### src/sv/tof_pkg.sv
// ----------------------------------------------------------------------------
// tof_pkg
// Types, constants and arithmetic helpers shared by the third-order IIR filter.
// ----------------------------------------------------------------------------
package tof_pkg;

	localparam int SAMPLE_WIDTH = 16;
	localparam int COEF_WIDTH   = 32;
	localparam int OUT_WIDTH    = 48;
	localparam int NUM_COEF     = 6;
	localparam int IDX_WIDTH    = 3;

	// Q4.28 coefficients; x is taken as Q.16 so the x shift is 28 - 16
	localparam int FRAC_SHIFT   = 28;
	localparam int X_SHIFT      = FRAC_SHIFT - 16;
	localparam int YL_WIDTH     = 16;
	localparam int YH_WIDTH     = OUT_WIDTH - YL_WIDTH;

	localparam int XPROD_WIDTH  = SAMPLE_WIDTH + COEF_WIDTH;
	localparam int XTERM_WIDTH  = XPROD_WIDTH - X_SHIFT;
	localparam int YPROD_WIDTH  = OUT_WIDTH + COEF_WIDTH;
	localparam int YTERM_WIDTH  = YPROD_WIDTH - FRAC_SHIFT;
	localparam int ACC_WIDTH    = YTERM_WIDTH + 3;

	typedef logic signed [SAMPLE_WIDTH-1:0] sample_t;
	typedef logic signed [COEF_WIDTH-1:0]   coef_t;
	typedef logic signed [OUT_WIDTH-1:0]    out_t;
	typedef logic signed [XTERM_WIDTH-1:0]  xterm_t;
	typedef logic signed [YTERM_WIDTH-1:0]  yterm_t;
	typedef logic signed [ACC_WIDTH-1:0]    acc_t;
	typedef logic [IDX_WIDTH-1:0]           reg_idx_t;

	typedef coef_t coef_arr_t [NUM_COEF];

	typedef enum logic [IDX_WIDTH-1:0] {
		REG_COEF_X1 = 3'd0,
		REG_COEF_X2 = 3'd1,
		REG_COEF_X3 = 3'd2,
		REG_COEF_Y1 = 3'd3,
		REG_COEF_Y2 = 3'd4,
		REG_COEF_Y3 = 3'd5
	} reg_sel_t;

	localparam coef_t COEF_RESET [NUM_COEF] = '{
		32'sd40453,
		32'sd152337,
		32'sd35863,
		32'sd742224036,
		-32'sd685047284,
		32'sd211151331
	};

	localparam acc_t OUT_MAX = acc_t'({1'b0, {(OUT_WIDTH-1){1'b1}}});
	localparam acc_t OUT_MIN = acc_t'($signed({1'b1, {(OUT_WIDTH-1){1'b0}}}));

	// one result beat handed from the datapath to the output buffer
	typedef struct packed {
		logic valid;
		out_t data;
	} result_beat_t;

	// floor(x * c / 2^12)
	function automatic xterm_t mul_x(input sample_t x, input coef_t c);
		logic signed [XPROD_WIDTH-1:0] p;
		p = x * c;
		return p[XPROD_WIDTH-1:X_SHIFT];
	endfunction

	// floor(y * c / 2^28), split into a 32x32 and a 17x32 partial product
	function automatic yterm_t mul_y(input out_t y, input coef_t c);
		logic signed [YH_WIDTH-1:0]             yh;
		logic signed [YL_WIDTH:0]               yl;
		logic signed [YH_WIDTH+COEF_WIDTH-1:0]  ph;
		logic signed [YL_WIDTH+COEF_WIDTH:0]    pl;
		logic signed [YPROD_WIDTH-1:0]          full;
		yh   = y[OUT_WIDTH-1:YL_WIDTH];
		yl   = {1'b0, y[YL_WIDTH-1:0]};
		ph   = yh * c;
		pl   = yl * c;
		full = $signed({ph, {YL_WIDTH{1'b0}}}) + YPROD_WIDTH'(pl);
		return full[YPROD_WIDTH-1:FRAC_SHIFT];
	endfunction

	function automatic out_t saturate(input acc_t a);
		out_t r;
		if (a > OUT_MAX) begin
			r = OUT_MAX[OUT_WIDTH-1:0];
		end else if (a < OUT_MIN) begin
			r = OUT_MIN[OUT_WIDTH-1:0];
		end else begin
			r = a[OUT_WIDTH-1:0];
		end
		return r;
	endfunction

endpackage

### src/sv/tof_coef_regs.sv
// ----------------------------------------------------------------------------
// tof_coef_regs
// Coefficient register file; writes past the last register are dropped.
// ----------------------------------------------------------------------------
module tof_coef_regs (
	input  logic               clk,
	input  logic               arst_n,
	input  logic               wr_en,
	input  tof_pkg::reg_idx_t  wr_index,
	input  tof_pkg::coef_t     wr_data,
	output tof_pkg::coef_arr_t coef
);
	import tof_pkg::*;

	coef_arr_t coef_q;

	always_ff @(posedge clk or negedge arst_n) begin
		if (!arst_n) begin
			for (int i = 0; i < NUM_COEF; i++) begin
				coef_q[i] <= COEF_RESET[i];
			end
		end else if (wr_en) begin
			case (wr_index)
				REG_COEF_X1: coef_q[0] <= wr_data;
				REG_COEF_X2: coef_q[1] <= wr_data;
				REG_COEF_X3: coef_q[2] <= wr_data;
				REG_COEF_Y1: coef_q[3] <= wr_data;
				REG_COEF_Y2: coef_q[4] <= wr_data;
				REG_COEF_Y3: coef_q[5] <= wr_data;
				default: ;
			endcase
		end
	end

	assign coef = coef_q;

endmodule

### config.mk
export PLATFORM = sky130hd
export DESIGN_NAME = tof_coef_regs
export DESIGN_NICKNAME = d
export VERILOG_FILES = /design/src/sv/tof_pkg.sv /design/src/sv/tof_coef_regs.sv
export SDC_FILE = /design/constraint.sdc
export NUM_CORES = 1
export LEC_CHECK = 0
export ABC_AREA = 1
export BUFFER_PORTS_ARGS = -buffer_cell sky130_fd_sc_hd__buf_2
export CAP_MARGIN = 30
export CELL_PAD_IN_SITES_DETAIL_PLACEMENT = 1
export CELL_PAD_IN_SITES_GLOBAL_PLACEMENT = 1
export CORE_MARGIN = 2
export CORE_UTILIZATION = 40
export DETAILED_ROUTE_END_ITERATION = 8
export PLACE_DENSITY_LB_ADDON = 0.15
export SYNTH_ARGS = -nofsm -noshare
export SYNTH_HDL_FRONTEND = slang
export SYNTH_SLANG_ARGS = --single-unit
### constraint.sdc
create_clock -name clk -period 1.9 [get_ports clk]
set_input_delay 0.285 -clock clk [delete_from_list [all_inputs] [get_ports clk]]
set_output_delay 0.285 -clock clk [all_outputs]
set_load 0.02 [all_outputs]
==> impl_metrics.py <==
metrics = {
    "run_status": {
        "status": "complete, no violations",
    },
    "route": {
        "postRouteAntennaNets": 0,
        "drc": 0,
        "wirelength_um": 25000,
        "drtPass1Iterations": 4,
        "routedWlPerCell_um": 19.1,
        "drt_iter0_markers": 390,
        "via_per_inst": 5.06,
        "num_vias": 6650,
    },
    "timing": {
        "clock_skew_ps": 0,
        "tns_ps": 0,
        "rsz0062_at_grt": "no",
        "setup_viol": 0,
        "clock.fmax_mhz": 691,
        "final.setup.worst_slack_ps": 453,
        "final_max_slew_viol_count": 0,
        "post-route-period-util": 0.762,
        "relSlewSlack": 0.696,
        "fin_crit_ps": 1450,
        "final_hold_viol_count": 0,
        "worstMarginPinSlew_ps": 456,
    },
    "critical_path": {
        "crit_path_start_kind": "flop",
        "worstPathBufferInverterCount": 1,
        "critPathMaxFanout": 2,
        "cpLargestDelayFamily": "flip-flops",
        "worstSetupPathType": "reg -> out",
        "crit_required_ps": 1620,
        "slowest_stage": "dfstp_2",
        "worstSetupStartpoint": "coef[49]",
        "worstPathArrival_ps": 1160,
        "r2r-start": "coef[85]",
        "end_kind": "output pin",
        "crit_path_cell_trace": "buf_2",
        "slowest_delay_ps": 550,
    },
    "place": {
        "dp_hpwl_um": 17100,
        "gp_congestion": 0.805,
        "port_buffers": 229,
        "place_area_um2": 9030,
        "placedCellCount": 1281,
        "pre_cts_ws_ps": 485,
    },
    "synth": {
        "synth_cell_type_count": 12,
        "synth_seq_cells": 192,
        "yosys_warnings": 0,
        "syn_inst": 840,
        "syn_area_per_cell_um2": 8.94,
        "synth_fp_nets": 878,
        "synth_seq_area_share": 0.650,
        "syn_area_um2": 7510,
    },
    "pwr": {
        "ir_drop_v": 0.000692,
        "power_per_cell_area_nw_per_um2": 1260,
        "p_leak_nw": 5.41,
    },
    "layout": {
        "drive_gt1_frac": 0.334,
        "largest_reg_flops": 192,
        "final_cells": 1314,
        "fin_util": 0.519,
        "diodes": 0,
        "nFillCells": 2244,
        "layout.nets": 1105,
        "area_growth_pct": 28.2,
        "stdcell_area_um2": 9640,
    },
    "global_route": {
        "grt_max_degree": 97,
        "grt_first_pass_wirelength_um": 39200,
        "antenna_found_initial": 0,
        "grt_pass1_vias": 6928,
        "grt-ovfl-total": 0,
        "track_usage": 0.256,
    },
    "floorplanning": {
        "core_um2": 18600,
        "die_area_um2": 19900,
        "rows": 50,
        "die_y_um": 141,
        "start_util": 0.404,
        "die_x_um": 141,
        "io_pins": 230,
    },
    "min_path": {
        "hp-class": "in -> reg",
        "hp-start": "wr_data[6]",
    },
    "clock_network": {
        "post_cts_resized": 0,
        "post_cts.repair.setup_buffers": 0,
        "ctsHoldBuffers": 1,
        "h-tree-depth": 4,
        "path_clk_slew_ps": 70,
        "clk_latency_ps": 430,
        "cts_sinks": 192,
        "cts_tree": "built",
        "numCtsBuffers": 17,
        "clockBufferDepth": 2,
        "clockRootBuffer": "clkbuf_16",
    },
    "flow_run": {
        "drv_cap": 0,
    },
}
## logic make-up after synthesis
| family | Yosys count | synth area share |
|---|---|---|
| buffers and inverters | 56 | 0.0311 |
| flip-flops | 192 | 0.650 |
| AND/OR/NAND/NOR | 592 | 0.319 |
## through the flow
step	power, mW	hold slack (ps)
floorplan	7.19	-10.6
global placement	8.49	273
detailed placement	8.56	271
CTS	12.2	112
global route	12.7	135
finish	12.1	127
## final timing paths
| check | endpoint | slack, ps | depth (start not counted) |
|---|---|---|---|
| hold / removal | coef[6] | 130 | 3 |
| min in group asynchronous | coef[148] | 360 | 2 |
| setup / recovery | coef[49] | 450 | 1 |
| hold reg to reg | coef[132] | 460 | 2 |
| max in group asynchronous | coef[137] | 860 | 3 |
| setup reg to reg | coef[85] | 1130 | 2 |
## cells in the final DEF (no fill, tap or decap)
cell type / n
buf_12: 5
clkinv_2: 3
inv_1: 4
nand3_1: 128
dfstp_2: 64
inv_6: 5
clkinvlp_4: 2
nor2_4: 2
buf_4: 23
nand2_1: 458
inv_4: 1
nor2_2: 4
bufinv_16: 2
buf_2: 228
dlygate4sd3_1: 1
clkbuf_16: 17
clkbuf_8: 2
inv_8: 1
dfrtp_1: 128
inv_2: 2
## cells in the mapped netlist
cell type    n  area share
dfstp_2     64        0.22
nand3_1    128       0.085
inv_2        2      0.0010
inv_1        4      0.0020
nor2_4       1      0.0015
buf_2       19       0.013
nand2_1    458        0.23
nor2_2       2      0.0017
dfrtp_1    128        0.43
buf_1        3      0.0015
clkbuf_1    28       0.014
nor2_1       3      0.0015
## cell type report
type	instances	area [µm²]	area share
repair buffers	258	1440	0.149
inverters	6	22.5	0.00234
clock buffers	18	439	0.0456
multi-input cells	592	2410	0.250
clock inverters	14	151	0.0157
flip-flops and latches	192	4880	0.507
well taps	234	293	0.0304
## report_power, final
group	internal, mW	switching (mW)	leakage (nW)	total, mW
clock	2.00	1.65	0.290	3.65
sequential	5.04	0.465	2.28	5.50
combinational	0.914	2.06	2.84	2.98
total	7.95	4.18	5.41	12.1
## routing by layer
| layer | vias to the layer above | GRT usage | routed length [µm] |
|---|---|---|---|
| li1 | 3076 | - | - |
| met1 | 3337 | 0.351 | 11300 |
| met2 | 209 | 0.414 | 11800 |
| met3 | 28 | 0.0577 | 1520 |
| met4 | 0 | 0.0705 | 401 |
| met5 | - | 0 | 0 |
No activity file was read; power rests on OpenSTA's default activity.
