**config.mk**
```make
export PLATFORM = sky130hd
export DESIGN_NAME = tof_out_buf_flat
export DESIGN_NICKNAME = d
export VERILOG_FILES = /design/src/sv/tof_pkg.sv /design/src/sv/tof_ifs.sv /design/src/sv/tof_out_buf.sv /design/src/flat_wrapper.sv
export SDC_FILE = /design/constraint.sdc
export NUM_CORES = 1
export LEC_CHECK = 0
export ABC_AREA = 0
export BUFFER_PORTS_ARGS = -buffer_cell sky130_fd_sc_hd__buf_2
export CAP_MARGIN = 20
export CORE_UTILIZATION = 45
export DETAILED_ROUTE_END_ITERATION = 16
export GPL_ROUTABILITY_DRIVEN = 0
export GPL_TIMING_DRIVEN = 0
export HOLD_SLACK_MARGIN = 0.08
export PLACE_DENSITY_LB_ADDON = 0.08
export SKIP_CTS_REPAIR_TIMING = 1
export SKIP_LAST_GASP = 1
export SLEW_MARGIN = 40
export SYNTH_ARGS = -nofsm -noshare
export SYNTH_HDL_FRONTEND = slang
export SYNTH_SLANG_ARGS = --single-unit
```
**constraint.sdc**
```tcl
create_clock -name clk -period 3.4 [get_ports clk]
set_input_delay 0.34 -clock clk [delete_from_list [all_inputs] [get_ports clk]]
set_output_delay 0.34 -clock clk [all_outputs]
set_load 0.02 [all_outputs]
```
**src/sv/tof_pkg.sv**
```systemverilog
// ----------------------------------------------------------------------------
// tof_pkg
// Types, constants and arithmetic helpers shared by the third-order IIR filter.
// ----------------------------------------------------------------------------
package tof_pkg;

	localparam int SAMPLE_WIDTH = 16;
	localparam int COEF_WIDTH   = 32;
	localparam int OUT_WIDTH    = 48;
	localparam int NUM_COEF     = 6;
	localparam int IDX_WIDTH    = 3;

	// Q4.28 coefficients; x is taken as Q.16 so the x shift is 28 - 16
	localparam int FRAC_SHIFT   = 28;
	localparam int X_SHIFT      = FRAC_SHIFT - 16;
	localparam int YL_WIDTH     = 16;
	localparam int YH_WIDTH     = OUT_WIDTH - YL_WIDTH;

	localparam int XPROD_WIDTH  = SAMPLE_WIDTH + COEF_WIDTH;
	localparam int XTERM_WIDTH  = XPROD_WIDTH - X_SHIFT;
	localparam int YPROD_WIDTH  = OUT_WIDTH + COEF_WIDTH;
	localparam int YTERM_WIDTH  = YPROD_WIDTH - FRAC_SHIFT;
	localparam int ACC_WIDTH    = YTERM_WIDTH + 3;

	typedef logic signed [SAMPLE_WIDTH-1:0] sample_t;
	typedef logic signed [COEF_WIDTH-1:0]   coef_t;
	typedef logic signed [OUT_WIDTH-1:0]    out_t;
	typedef logic signed [XTERM_WIDTH-1:0]  xterm_t;
	typedef logic signed [YTERM_WIDTH-1:0]  yterm_t;
	typedef logic signed [ACC_WIDTH-1:0]    acc_t;
	typedef logic [IDX_WIDTH-1:0]           reg_idx_t;

	typedef coef_t coef_arr_t [NUM_COEF];

	typedef enum logic [IDX_WIDTH-1:0] {
		REG_COEF_X1 = 3'd0,
		REG_COEF_X2 = 3'd1,
		REG_COEF_X3 = 3'd2,
		REG_COEF_Y1 = 3'd3,
		REG_COEF_Y2 = 3'd4,
		REG_COEF_Y3 = 3'd5
	} reg_sel_t;

	localparam coef_t COEF_RESET [NUM_COEF] = '{
		32'sd40453,
		32'sd152337,
		32'sd35863,
		32'sd742224036,
		-32'sd685047284,
		32'sd211151331
	};

	localparam acc_t OUT_MAX = acc_t'({1'b0, {(OUT_WIDTH-1){1'b1}}});
	localparam acc_t OUT_MIN = acc_t'($signed({1'b1, {(OUT_WIDTH-1){1'b0}}}));

	// one result beat handed from the datapath to the output buffer
	typedef struct packed {
		logic valid;
		out_t data;
	} result_beat_t;

	// floor(x * c / 2^12)
	function automatic xterm_t mul_x(input sample_t x, input coef_t c);
		logic signed [XPROD_WIDTH-1:0] p;
		p = x * c;
		return p[XPROD_WIDTH-1:X_SHIFT];
	endfunction

	// floor(y * c / 2^28), split into a 32x32 and a 17x32 partial product
	function automatic yterm_t mul_y(input out_t y, input coef_t c);
		logic signed [YH_WIDTH-1:0]             yh;
		logic signed [YL_WIDTH:0]               yl;
		logic signed [YH_WIDTH+COEF_WIDTH-1:0]  ph;
		logic signed [YL_WIDTH+COEF_WIDTH:0]    pl;
		logic signed [YPROD_WIDTH-1:0]          full;
		yh   = y[OUT_WIDTH-1:YL_WIDTH];
		yl   = {1'b0, y[YL_WIDTH-1:0]};
		ph   = yh * c;
		pl   = yl * c;
		full = $signed({ph, {YL_WIDTH{1'b0}}}) + YPROD_WIDTH'(pl);
		return full[YPROD_WIDTH-1:FRAC_SHIFT];
	endfunction

	function automatic out_t saturate(input acc_t a);
		out_t r;
		if (a > OUT_MAX) begin
			r = OUT_MAX[OUT_WIDTH-1:0];
		end else if (a < OUT_MIN) begin
			r = OUT_MIN[OUT_WIDTH-1:0];
		end else begin
			r = a[OUT_WIDTH-1:0];
		end
		return r;
	endfunction

endpackage

```
**src/sv/tof_ifs.sv**
```systemverilog


interface tof_result_if;
	import tof_pkg::*;

	logic valid;
	logic ready;
	out_t filtered;

	modport source (output valid, output filtered, input ready);
	modport sink (input valid, input filtered, output ready);
endinterface

```
**src/sv/tof_out_buf.sv**
```systemverilog
// ----------------------------------------------------------------------------
// tof_out_buf
// Two-entry output register with skid slot; ready comes from a flop.
// ----------------------------------------------------------------------------
module tof_out_buf (
	input  logic                  clk,
	input  logic                  arst_n,
	input  tof_pkg::result_beat_t push,
	output logic                  ready,
	tof_result_if.source          result_ch
);
	import tof_pkg::*;

	logic head_vld_q;
	logic skid_vld_q;
	out_t head_q;
	out_t skid_q;
	logic pop;

	assign pop = head_vld_q && result_ch.ready;

	always_ff @(posedge clk or negedge arst_n) begin
		if (!arst_n) begin
			head_vld_q <= 1'b0;
			skid_vld_q <= 1'b0;
		end else if (pop) begin
			// a push never coincides with a full skid slot
			head_vld_q <= skid_vld_q || push.valid;
			skid_vld_q <= 1'b0;
		end else if (push.valid) begin
			if (head_vld_q) begin
				skid_vld_q <= 1'b1;
			end else begin
				head_vld_q <= 1'b1;
			end
		end
	end

	always_ff @(posedge clk) begin
		if (pop) begin
			head_q <= skid_vld_q ? skid_q : push.data;
		end else if (push.valid) begin
			if (head_vld_q) begin
				skid_q <= push.data;
			end else begin
				head_q <= push.data;
			end
		end
	end

	assign ready              = !skid_vld_q;
	assign result_ch.valid    = head_vld_q;
	assign result_ch.filtered = head_q;

endmodule

```
**src/flat_wrapper.sv**
```systemverilog
// flat-port wrapper written by rule: the top's interface ports become plain ports
module tof_out_buf_flat import tof_pkg::*;
  (clk, arst_n, push, ready, result_ch_valid, result_ch_filtered, result_ch_ready);
  tof_result_if result_ch_i ();
  input  logic clk;
  input  logic arst_n;
  input  tof_pkg::result_beat_t push;
  output logic ready;
  output wire logic [$bits(result_ch_i.valid)-1:0] result_ch_valid;
  output wire logic [$bits(result_ch_i.filtered)-1:0] result_ch_filtered;
  input wire logic [$bits(result_ch_i.ready)-1:0] result_ch_ready;
  assign result_ch_valid = result_ch_i.valid;
  assign result_ch_filtered = result_ch_i.filtered;
  assign result_ch_i.ready = result_ch_ready;
  tof_out_buf u_core (.clk(clk), .arst_n(arst_n), .push(push), .ready(ready), .result_ch(result_ch_i));
endmodule
```
==> flow_summary.json, run 1 <==
{
  "cts.sinks": 98,
  "dp_hpwl_um": 3970,
  "mostFrequentLayoutCells": "buf_2 (103), edfxtp_1 (96), mux2_2 (28)",
  "grt_use_total_pct": 15.3,
  "min_from": "push[4]",
  "row_count": 32,
  "layout.cells.non_filler": 381,
  "r2r_cells": 3,
  "grt_max_degree": 49,
  "finalSetupViolCount": 0,
  "vias": 1840,
  "r2r-start": "u_core.result_ch.valid",
  "busiest_layer": "met2",
  "slowest_delay_ns": 0.47,
  "status": "finished, final reports clean",
  "fillers": 643,
  "initial_core_util_pct": 46.9,
  "clk_pin_slew_ns": 0.09,
  "io_buffer_count": 101,
  "cts_buffers": 9,
  "die_x_um": 92.0,
  "tightest_slew_ns": 0.667,
  "postRouteAntennaNets": 0,
  "worst-setup-path-type": "register to register",
  "syn_area_per_cell_um2": 22.9,
  "synth_nets": 211,
  "synth.distinct_cells": 13,
  "min_to": "u_core.skid_q[4]",
  "drc": 0,
  "path_max_fanout": 20,
  "netlist_instances": 159,
  "grt_remaining_overflow": 0,
  "min_period_over_period_pct": 46.6,
  "grt.met1_usage_pct": 19.1,
  "arrival_ns": 1.62,
  "endpoint_kind": "register",
  "crit_required_ns": 3.44,
  "dp.cells": 364,
  "hold_violations": 0,
  "regToRegSetupSlack_ns": 1.82,
  "startpoint_type": "register",
  "io_pins": 102,
  "rsz0062_at_grt": "false",
  "report.final.slew_viol_count": 0,
  "worst_slack_ns": 1.82,
  "leakage_uw": 0.00180,
  "grt_pass1_wl_um": 9690,
  "clock_latency_ns": 0.34,
  "power_uw": 2500,
  "syn_to_final_growth_pct": 24.2,
  "place_area_um2": 4330,
  "post-route-min-period_ns": 1.58,
  "design.core.area_um2": 7770,
  "syn_area_um2": 3650,
  "first_iter_violations": 50,
  "wire_per_inst_um": 15.7,
  "timing.critical_path.buf_inv": 1,
  "yosysSeqAreaShare_pct": 80.4,
  "fin_worst_skew_ns": 0.0108,
  "ctsHtreeMaxLevel": 3,
  "synth_seq_cells": 98,
  "finalInstanceArea_um2": 4530,
  "power_density_nw_per_um2": 552,
  "diodes": 0,
  "firstDrtPassIters": 4,
  "antenna_found_initial": 0,
  "drive_above_1_share_pct": 61.6,
  "dieArea_um2": 8470,
  "gr-usage-met2_pct": 24.6,
  "max_freq_ghz": 0.632,
  "drv_cap": 0,
  "clockBufferDepth": 2,
  "final_nets": 326,
  "critical-path-top-delay-family": "simple AND/OR/NAND/NOR gates",
  "slew_headroom_pct": 55.5,
  "grt_pass1_vias": 1886,
  "die_h_um": 92.0,
  "place_ws_ns": 1.81,
  "ir_drop_mv": 0.274,
  "cts_tree": "yes",
  "worst_hold_path_type": "primary input to register",
  "slowest_stage": "dfrtp_1",
  "layout_commonest_cell": "buf_2",
  "holdPathStages": 1,
  "r2r_end": "u_core.skid_q[41]",
  "root_buffer": "clkbuf_8",
  "yosysWarnings": 0,
  "routed_wl_um": 6000,
  "worstPathCellList": "nand2_1 -> nor2_4 -> buf_8",
  "met3_usage_pct": 4.48,
  "avgViaCountPerCell": 4.83
}
==> logic make-up (layout without fill, tap and decap cells) <==
| kind of cell | Yosys count | count (layout) | share of synthesized area (%) |
|---|---|---|---|
| flops | 98 | 98 | 80.4 |
| mux | 49 | 49 | 17.2 |
| compound gates | 2 | 2 | 0.412 |
| simple gates | 4 | 4 | 0.652 |
| buf+inv | 6 | 126 | 1.30 |
==> area by class of cell <==
class / instances / area [µm²] / area share, %
flip-flops and latches: 98 / 2930 / 64.8
multi-input cells: 55 / 677 / 14.9
repair buffers: 104 / 558 / 12.3
clock buffers: 10 / 128 / 2.82
well taps: 102 / 128 / 2.82
clock inverters: 6 / 57.6 / 1.27
plain buffers: 5 / 43.8 / 0.967
inverters: 1 / 3.75 / 0.0829
==> metal layers <==
layer / part of all wire [%] / wire [µm]
met1: 45 / 2700
met2: 48 / 2860
met3: 5.9 / 352
met4: 1.4 / 82
met5: 0 / 0
==> report_power, final <==
part	leakage, µW	internal [µW]	switching [µW]
logic	0.000776	143	187
clock network	0.0000874	335	374
registers	0.000938	1440	23.0
==> per-stage QoR <==
| step | setup TNS (ns) | utilization [%] | hold WS [ns] |
|---|---|---|---|
| after floorplan | 0 | - | 0.0444 |
| after global placement | -34.90 | 55.1 | 0.128 |
| after detailed placement | 0 | 55.8 | 0.129 |
| after CTS | 0 | 58.2 | -0.253 |
| after global routing | 0 | 58.3 | 0.146 |
| final | 0 | 58.3 | 0.174 |
==> cells in the mapped netlist <==
cell type / number / area [µm²]
a22oi_1: 1 / 7.51
edfxtp_1: 96 / 2880
mux2_2: 29 / 327
nand3_2: 1 / 10.0
nand2_1: 1 / 3.75
mux2_4: 20 / 300
a21o_1: 1 / 7.51
buf_6: 3 / 33.8
nor2_1: 1 / 3.75
nand2b_1: 1 / 6.26
inv_1: 1 / 3.75
buf_2: 2 / 10.0
dfrtp_1: 2 / 50.1
==> worst max-delay path by stage <==
stage	start	to	slack, ns	cells past startpoint
finish	u_core.result_ch.valid	u_core.skid_q[41]	1.82	3
global route	u_core.result_ch.valid	u_core.skid_q[41]	1.73	3
CTS	u_core.result_ch.valid	u_core.skid_q[31]	1.80	3
detailed placement	u_core.result_ch.valid	u_core.skid_q[44]	1.81	3
global placement	u_core.result_ch.valid	u_core.skid_q[31]	-0.73	2
floorplan	u_core.result_ch.valid	u_core.skid_q[0]	0.29	2
==> sequential cells by signal, summed over array words and instances, names as in the netlist <==
register                   count
u_core.skid_q                 48
u_core.result_ch.valid         1
u_core.result_ch.filtered     48
u_core.skid_vld_q              1
(Power assumes the default switching activity.)
==> inputs of run 2 (changes only) <==
==> constraint.sdc (replaced) <==
create_clock -name clk -period 1.4 [get_ports clk]
set_input_delay 0.14 -clock clk [delete_from_list [all_inputs] [get_ports clk]]
set_output_delay 0.14 -clock clk [all_outputs]
set_load 0.02 [all_outputs]
==> run 2 against run 1 <==
  * The flow now finishes with violations (negative setup slack)
  * Global-route usage is 0.25 points lower
  * Register-to-register slack lost 1.8 ns
  * Worst hold slack worse by 0.071 ns
  * Maximum frequency increased by 13%
  * Non-clock buffer count increased by 56
  * Core utilization increased by 7.8 points
  * Via count grew 10%
  * Critical path type unchanged
  * Largest cell class unchanged
  * Highest routed layer unchanged
==> flow_summary.json, run 2 (same netlist as run 1, synthesis figures left out) <==
{
  "ctsHtreeMaxLevel": 3,
  "initial_core_util_pct": 46.9,
  "report.final.slew_viol_count": 0,
  "clk_pin_slew_ns": 0.08,
  "slowest_stage": "dfrtp_2",
  "rsz0062_at_grt": "true",
  "grt_use_total_pct": 15.0,
  "routed_wl_um": 6720,
  "post-route-min-period_ns": 1.40,
  "drc": 0,
  "ir_drop_mv": 0.795,
  "place_ws_ns": -0.121,
  "worst_hold_path_type": "primary input to async pin",
  "dp.cells": 365,
  "wire_per_inst_um": 15.4,
  "power_density_nw_per_um2": 1190,
  "design.core.area_um2": 7770,
  "power_uw": 6090,
  "min_period_over_period_pct": 100,
  "antenna_found_initial": 0,
  "slew_headroom_pct": 73.3,
  "slowest_delay_ns": 0.46,
  "max_freq_ghz": 0.714,
  "avgViaCountPerCell": 4.64,
  "postRouteAntennaNets": 0,
  "cts.sinks": 98,
  "cts_buffers": 9,
  "grt_max_degree": 49,
  "root_buffer": "clkbuf_8",
  "critical-path-top-delay-family": "flip-flops",
  "hold_violations": 0,
  "arrival_ns": 1.50,
  "status": "complete, but fails checks",
  "timing.critical_path.buf_inv": 2,
  "endpoint_kind": "register",
  "fillers": 570,
  "io_buffer_count": 101,
  "startpoint_type": "register",
  "die_h_um": 92.0,
  "cts_tree": "yes",
  "final_nets": 382,
  "grt_pass1_vias": 1829,
  "violations": "negative setup slack",
  "vias": 2028,
  "syn_to_final_growth_pct": 40.9,
  "clockBufferDepth": 2,
  "grt_pass1_wl_um": 9220,
  "worst_slack_ns": -0.000997,
  "dp_hpwl_um": 3920,
  "worst-setup-path-type": "register to register",
  "layout.cells.non_filler": 437,
  "finalSetupViolCount": 1,
  "io_pins": 102,
  "dieArea_um2": 8470,
  "die_x_um": 92.0,
  "crit_required_ns": 1.50,
  "mostFrequentLayoutCells": "buf_2 (101), edfxtp_1 (96), dlygate4sd3_1 (50)",
  "firstDrtPassIters": 4,
  "path_max_fanout": 9,
  "row_count": 32,
  "drive_above_1_share_pct": 54.0,
  "layout_commonest_cell": "buf_2",
  "diodes": 0,
  "first_iter_violations": 76,
  "worstPathCellList": "nand3_4 -> buf_12 -> clkbuf_16 -> mux2_4",
  "leakage_uw": 0.00207,
  "drv_cap": 0,
  "fin_worst_skew_ns": 0.00750,
  "grt_remaining_overflow": 0,
  "clock_latency_ns": 0.35,
  "tightest_slew_ns": 0.400
}
run 2: cell types whose count changed in the layout (fill, tap and decap cells not counted), moves of 3 or more:
cell / change
buf_12: +4
buf_4: +4
buf_6: -3
dlygate4sd3_1: +49
run 2: power breakdown:
part	leakage, µW	internal [µW]	switching, µW
combinational	0.00105	495	495
sequential	0.000938	3490	54.9
clock	0.0000811	632	927
run 2: worst paths after layout:
path / from / to / slack [ns] / cells past startpoint
max: u_core.result_ch.valid / u_core.result_ch.filtered[45] / -0.001 / 4
min: arst_n / u_core.result_ch.valid / 0.10 / 2
max reg2reg: u_core.result_ch.valid / u_core.result_ch.filtered[45] / -0.001 / 4
min reg2reg: u_core.skid_q[32] / u_core.result_ch.filtered[32] / 0.55 / 1
max in group asynchronous: arst_n / u_core.result_ch.valid / 1.19 / 2
min in group clk: result_ch_ready / u_core.skid_vld_q / 0.12 / 2
run 2: final cells by class:
type | count | area [µm²] | share of cell area (%)
flip-flops and latches | 98 | 2930 | 57.1
repair buffers | 160 | 1140 | 22.1
multi-input cells | 55 | 698 | 13.6
clock buffers | 10 | 128 | 2.48
well taps | 102 | 128 | 2.48
plain buffers | 5 | 75.1 | 1.46
clock inverters | 6 | 33.8 | 0.658
inverters | 1 | 3.75 | 0.0731
run 2: metal layers:
metal / part of all wire [%] / up-vias / GRT usage (%)
met5: 0 / - / 0
met4: 1.8 / 0 / 8.59
met2: 50 / 58 / 23.8
met3: 4.6 / 9 / 4.39
li1: - / 972 / -
met1: 43 / 989 / 18.4
run 2: worst reg2reg max path, stage by stage (launching register included):
cell	delay, ns
dfrtp_2	0.46
nand3_4	0.10
buf_12	0.16
clkbuf_16	0.16
mux2_4	0.29
run 2: metrics by stage:
stage / instance area (µm²) / util (%) / setup TNS (ns) / hold slack (ns)
6_report: 5140 / 66.1 / -0.000997 / 0.103
4_1_cts: 4510 / 58.0 / -9.99 / -0.463
2_1_floorplan: 3660 / - / -27.39 / -0.156
3_5_place_dp: 4350 / 56.0 / -9.07 / -0.0716
3_3_place_gp: 4300 / 55.3 / -57.44 / -0.0727
5_1_grt: 5140 / 66.1 / -0.888 / 0.109
==> inputs of run 3 (changes only) <==
==> constraint.sdc (replaced) <==
create_clock -name clk -period 1.3 [get_ports clk]
set_input_delay 0.13 -clock clk [delete_from_list [all_inputs] [get_ports clk]]
set_output_delay 0.13 -clock clk [all_outputs]
set_load 0.02 [all_outputs]
==> run 3 against run 2 <==
  * The run still ends with negative setup slack left
  * Clock power rose by 31%
  * Register-to-register slack got worse by 0.10 ns
  * Sequential power rose by 7.6%
  * Highest routed layer unchanged
  * Routed wire length rose by 3.6%
==> flow_summary.json, run 3 (same netlist as run 1, synthesis figures left out) <==
{
  "ctsHtreeMaxLevel": 3,
  "drive_above_1_share_pct": 55.7,
  "io_buffer_count": 101,
  "rsz0062_at_grt": "true",
  "grt_pass1_wl_um": 9160,
  "layout_commonest_cell": "buf_2",
  "routed_wl_um": 6960,
  "pwr-share-comb_pct": 16.6,
  "swShare_pct": 22.6,
  "slew_headroom_pct": 85.3,
  "tightest_slew_ns": 0.220,
  "fillers": 524,
  "p_int_uw": 5430,
  "grt_remaining_overflow": 0,
  "dp_hpwl_um": 3890,
  "mostFrequentLayoutCells": "buf_2 (101), edfxtp_1 (96), dlygate4sd3_1 (51)",
  "fin_worst_skew_ns": 0.00956,
  "row_count": 32,
  "post-route-min-period_ns": 1.40,
  "ir_drop_mv": 0.777,
  "place_area_um2": 4390,
  "antenna_found_initial": 0,
  "design.core.area_um2": 7770,
  "io_pins": 102,
  "grt_max_degree": 49,
  "grt_pass1_vias": 1819,
  "status": "complete, but fails checks",
  "die_x_um": 92.0,
  "startpoint_type": "register",
  "first_iter_violations": 62,
  "clockBufferDepth": 2,
  "syn_to_final_growth_pct": 47.3,
  "dp.cells": 364,
  "leakage_uw": 0.00221,
  "endpoint_kind": "register",
  "dieArea_um2": 8470,
  "finalSetupViolCount": 93,
  "finalInstanceArea_um2": 5370,
  "root_buffer": "clkbuf_8",
  "report.final.slew_viol_count": 0,
  "die_h_um": 92.0,
  "clkPwrFrac_pct": 29.1,
  "p_seq_share_pct": 54.3,
  "hold_violations": 0,
  "diodes": 0,
  "layout.cells.non_filler": 450,
  "drc": 0,
  "whs_ns": 0.159,
  "cts.sinks": 98,
  "drv_cap": 0,
  "min_period_over_period_pct": 108,
  "worst_hold_path_type": "primary input to register",
  "worst_slack_ns": -0.105,
  "avgViaCountPerCell": 4.70,
  "postRouteAntennaNets": 0,
  "regToRegSetupSlack_ns": -0.10,
  "power_density_nw_per_um2": 1310,
  "wire_per_inst_um": 15.5,
  "crit_required_ns": 1.37,
  "cts_tree": "yes",
  "grt_use_total_pct": 14.6,
  "violations": "negative setup slack",
  "p_sw_uw": 1590,
  "firstDrtPassIters": 4,
  "final_nets": 395,
  "max_freq_ghz": 0.712,
  "clock_latency_ns": 0.35,
  "arrival_ns": 1.48,
  "path_max_fanout": 10,
  "worst-setup-path-type": "register to register",
  "initial_core_util_pct": 46.9,
  "clk_pin_slew_ns": 0.09,
  "vias": 2116,
  "cts_buffers": 9
}
run 3: worst paths after layout:
path / start / end / cells past startpoint
worst max-delay path: u_core.result_ch.valid / u_core.skid_q[15] / 5
worst min-delay path: push[48] / u_core.skid_vld_q / 3
worst max register to register: u_core.result_ch.valid / u_core.skid_q[15] / 5
worst min register to register: u_core.skid_q[26] / u_core.result_ch.filtered[26] / 1
max in group asynchronous: arst_n / u_core.result_ch.valid / 3
min in group asynchronous: arst_n / u_core.skid_vld_q / 3
run 3: worst max-delay path, cell delays in order, from the launching register on:
cell and delay (ns):
dfrtp_2 0.39, buf_4 0.18, nand2_2 0.10, nor2_4 0.14, buf_12 0.16, clkbuf_16 0.16
run 3: final cells by class:
class	instances	area (µm²)	area share [%]
plain buffers	5	82.6	1.54
flip-flops and latches	98	2930	54.6
inverters	1	3.75	0.0699
multi-input cells	57	751	14.0
well taps	102	128	2.38
clock buffers	10	128	2.38
repair buffers	171	1260	23.5
clock inverters	6	81.3	1.51
run 3: metal layers:
metal / share of wire [%] / vias up / wire length, µm / global-route usage [%]
met5: 0 / - / 0 / 0
met4: 1.8 / 0 / 122 / 7.03
met3: 4.3 / 11 / 298 / 3.57
met2: 50 / 66 / 3450 / 23.3
met1: 44 / 1033 / 3090 / 18.8
li1: - / 1006 / - / -
run 3: metrics by stage:
step                      setup slack, ns  util (%)  total power [µW]  setup TNS (ns)
after floorplan                    -0.400         -              4460          -40.32
after global placement             -0.718      55.8              4760          -68.98
after detailed placement           -0.237      56.5              4800          -24.41
after CTS                          -0.255      59.2              6820          -25.67
after global routing               -0.151      69.2              7260           -9.17
final                              -0.105      69.2              7020           -5.47
run 3: power groups by stage:
stage	sequential, µW	clock [µW]	combinational [µW]
finish	3810	2040	1160
global route	3830	2190	1240
CTS	3820	2090	911
detailed placement	3890	0	909
global placement	3890	0	872
floorplan	4090	0	370
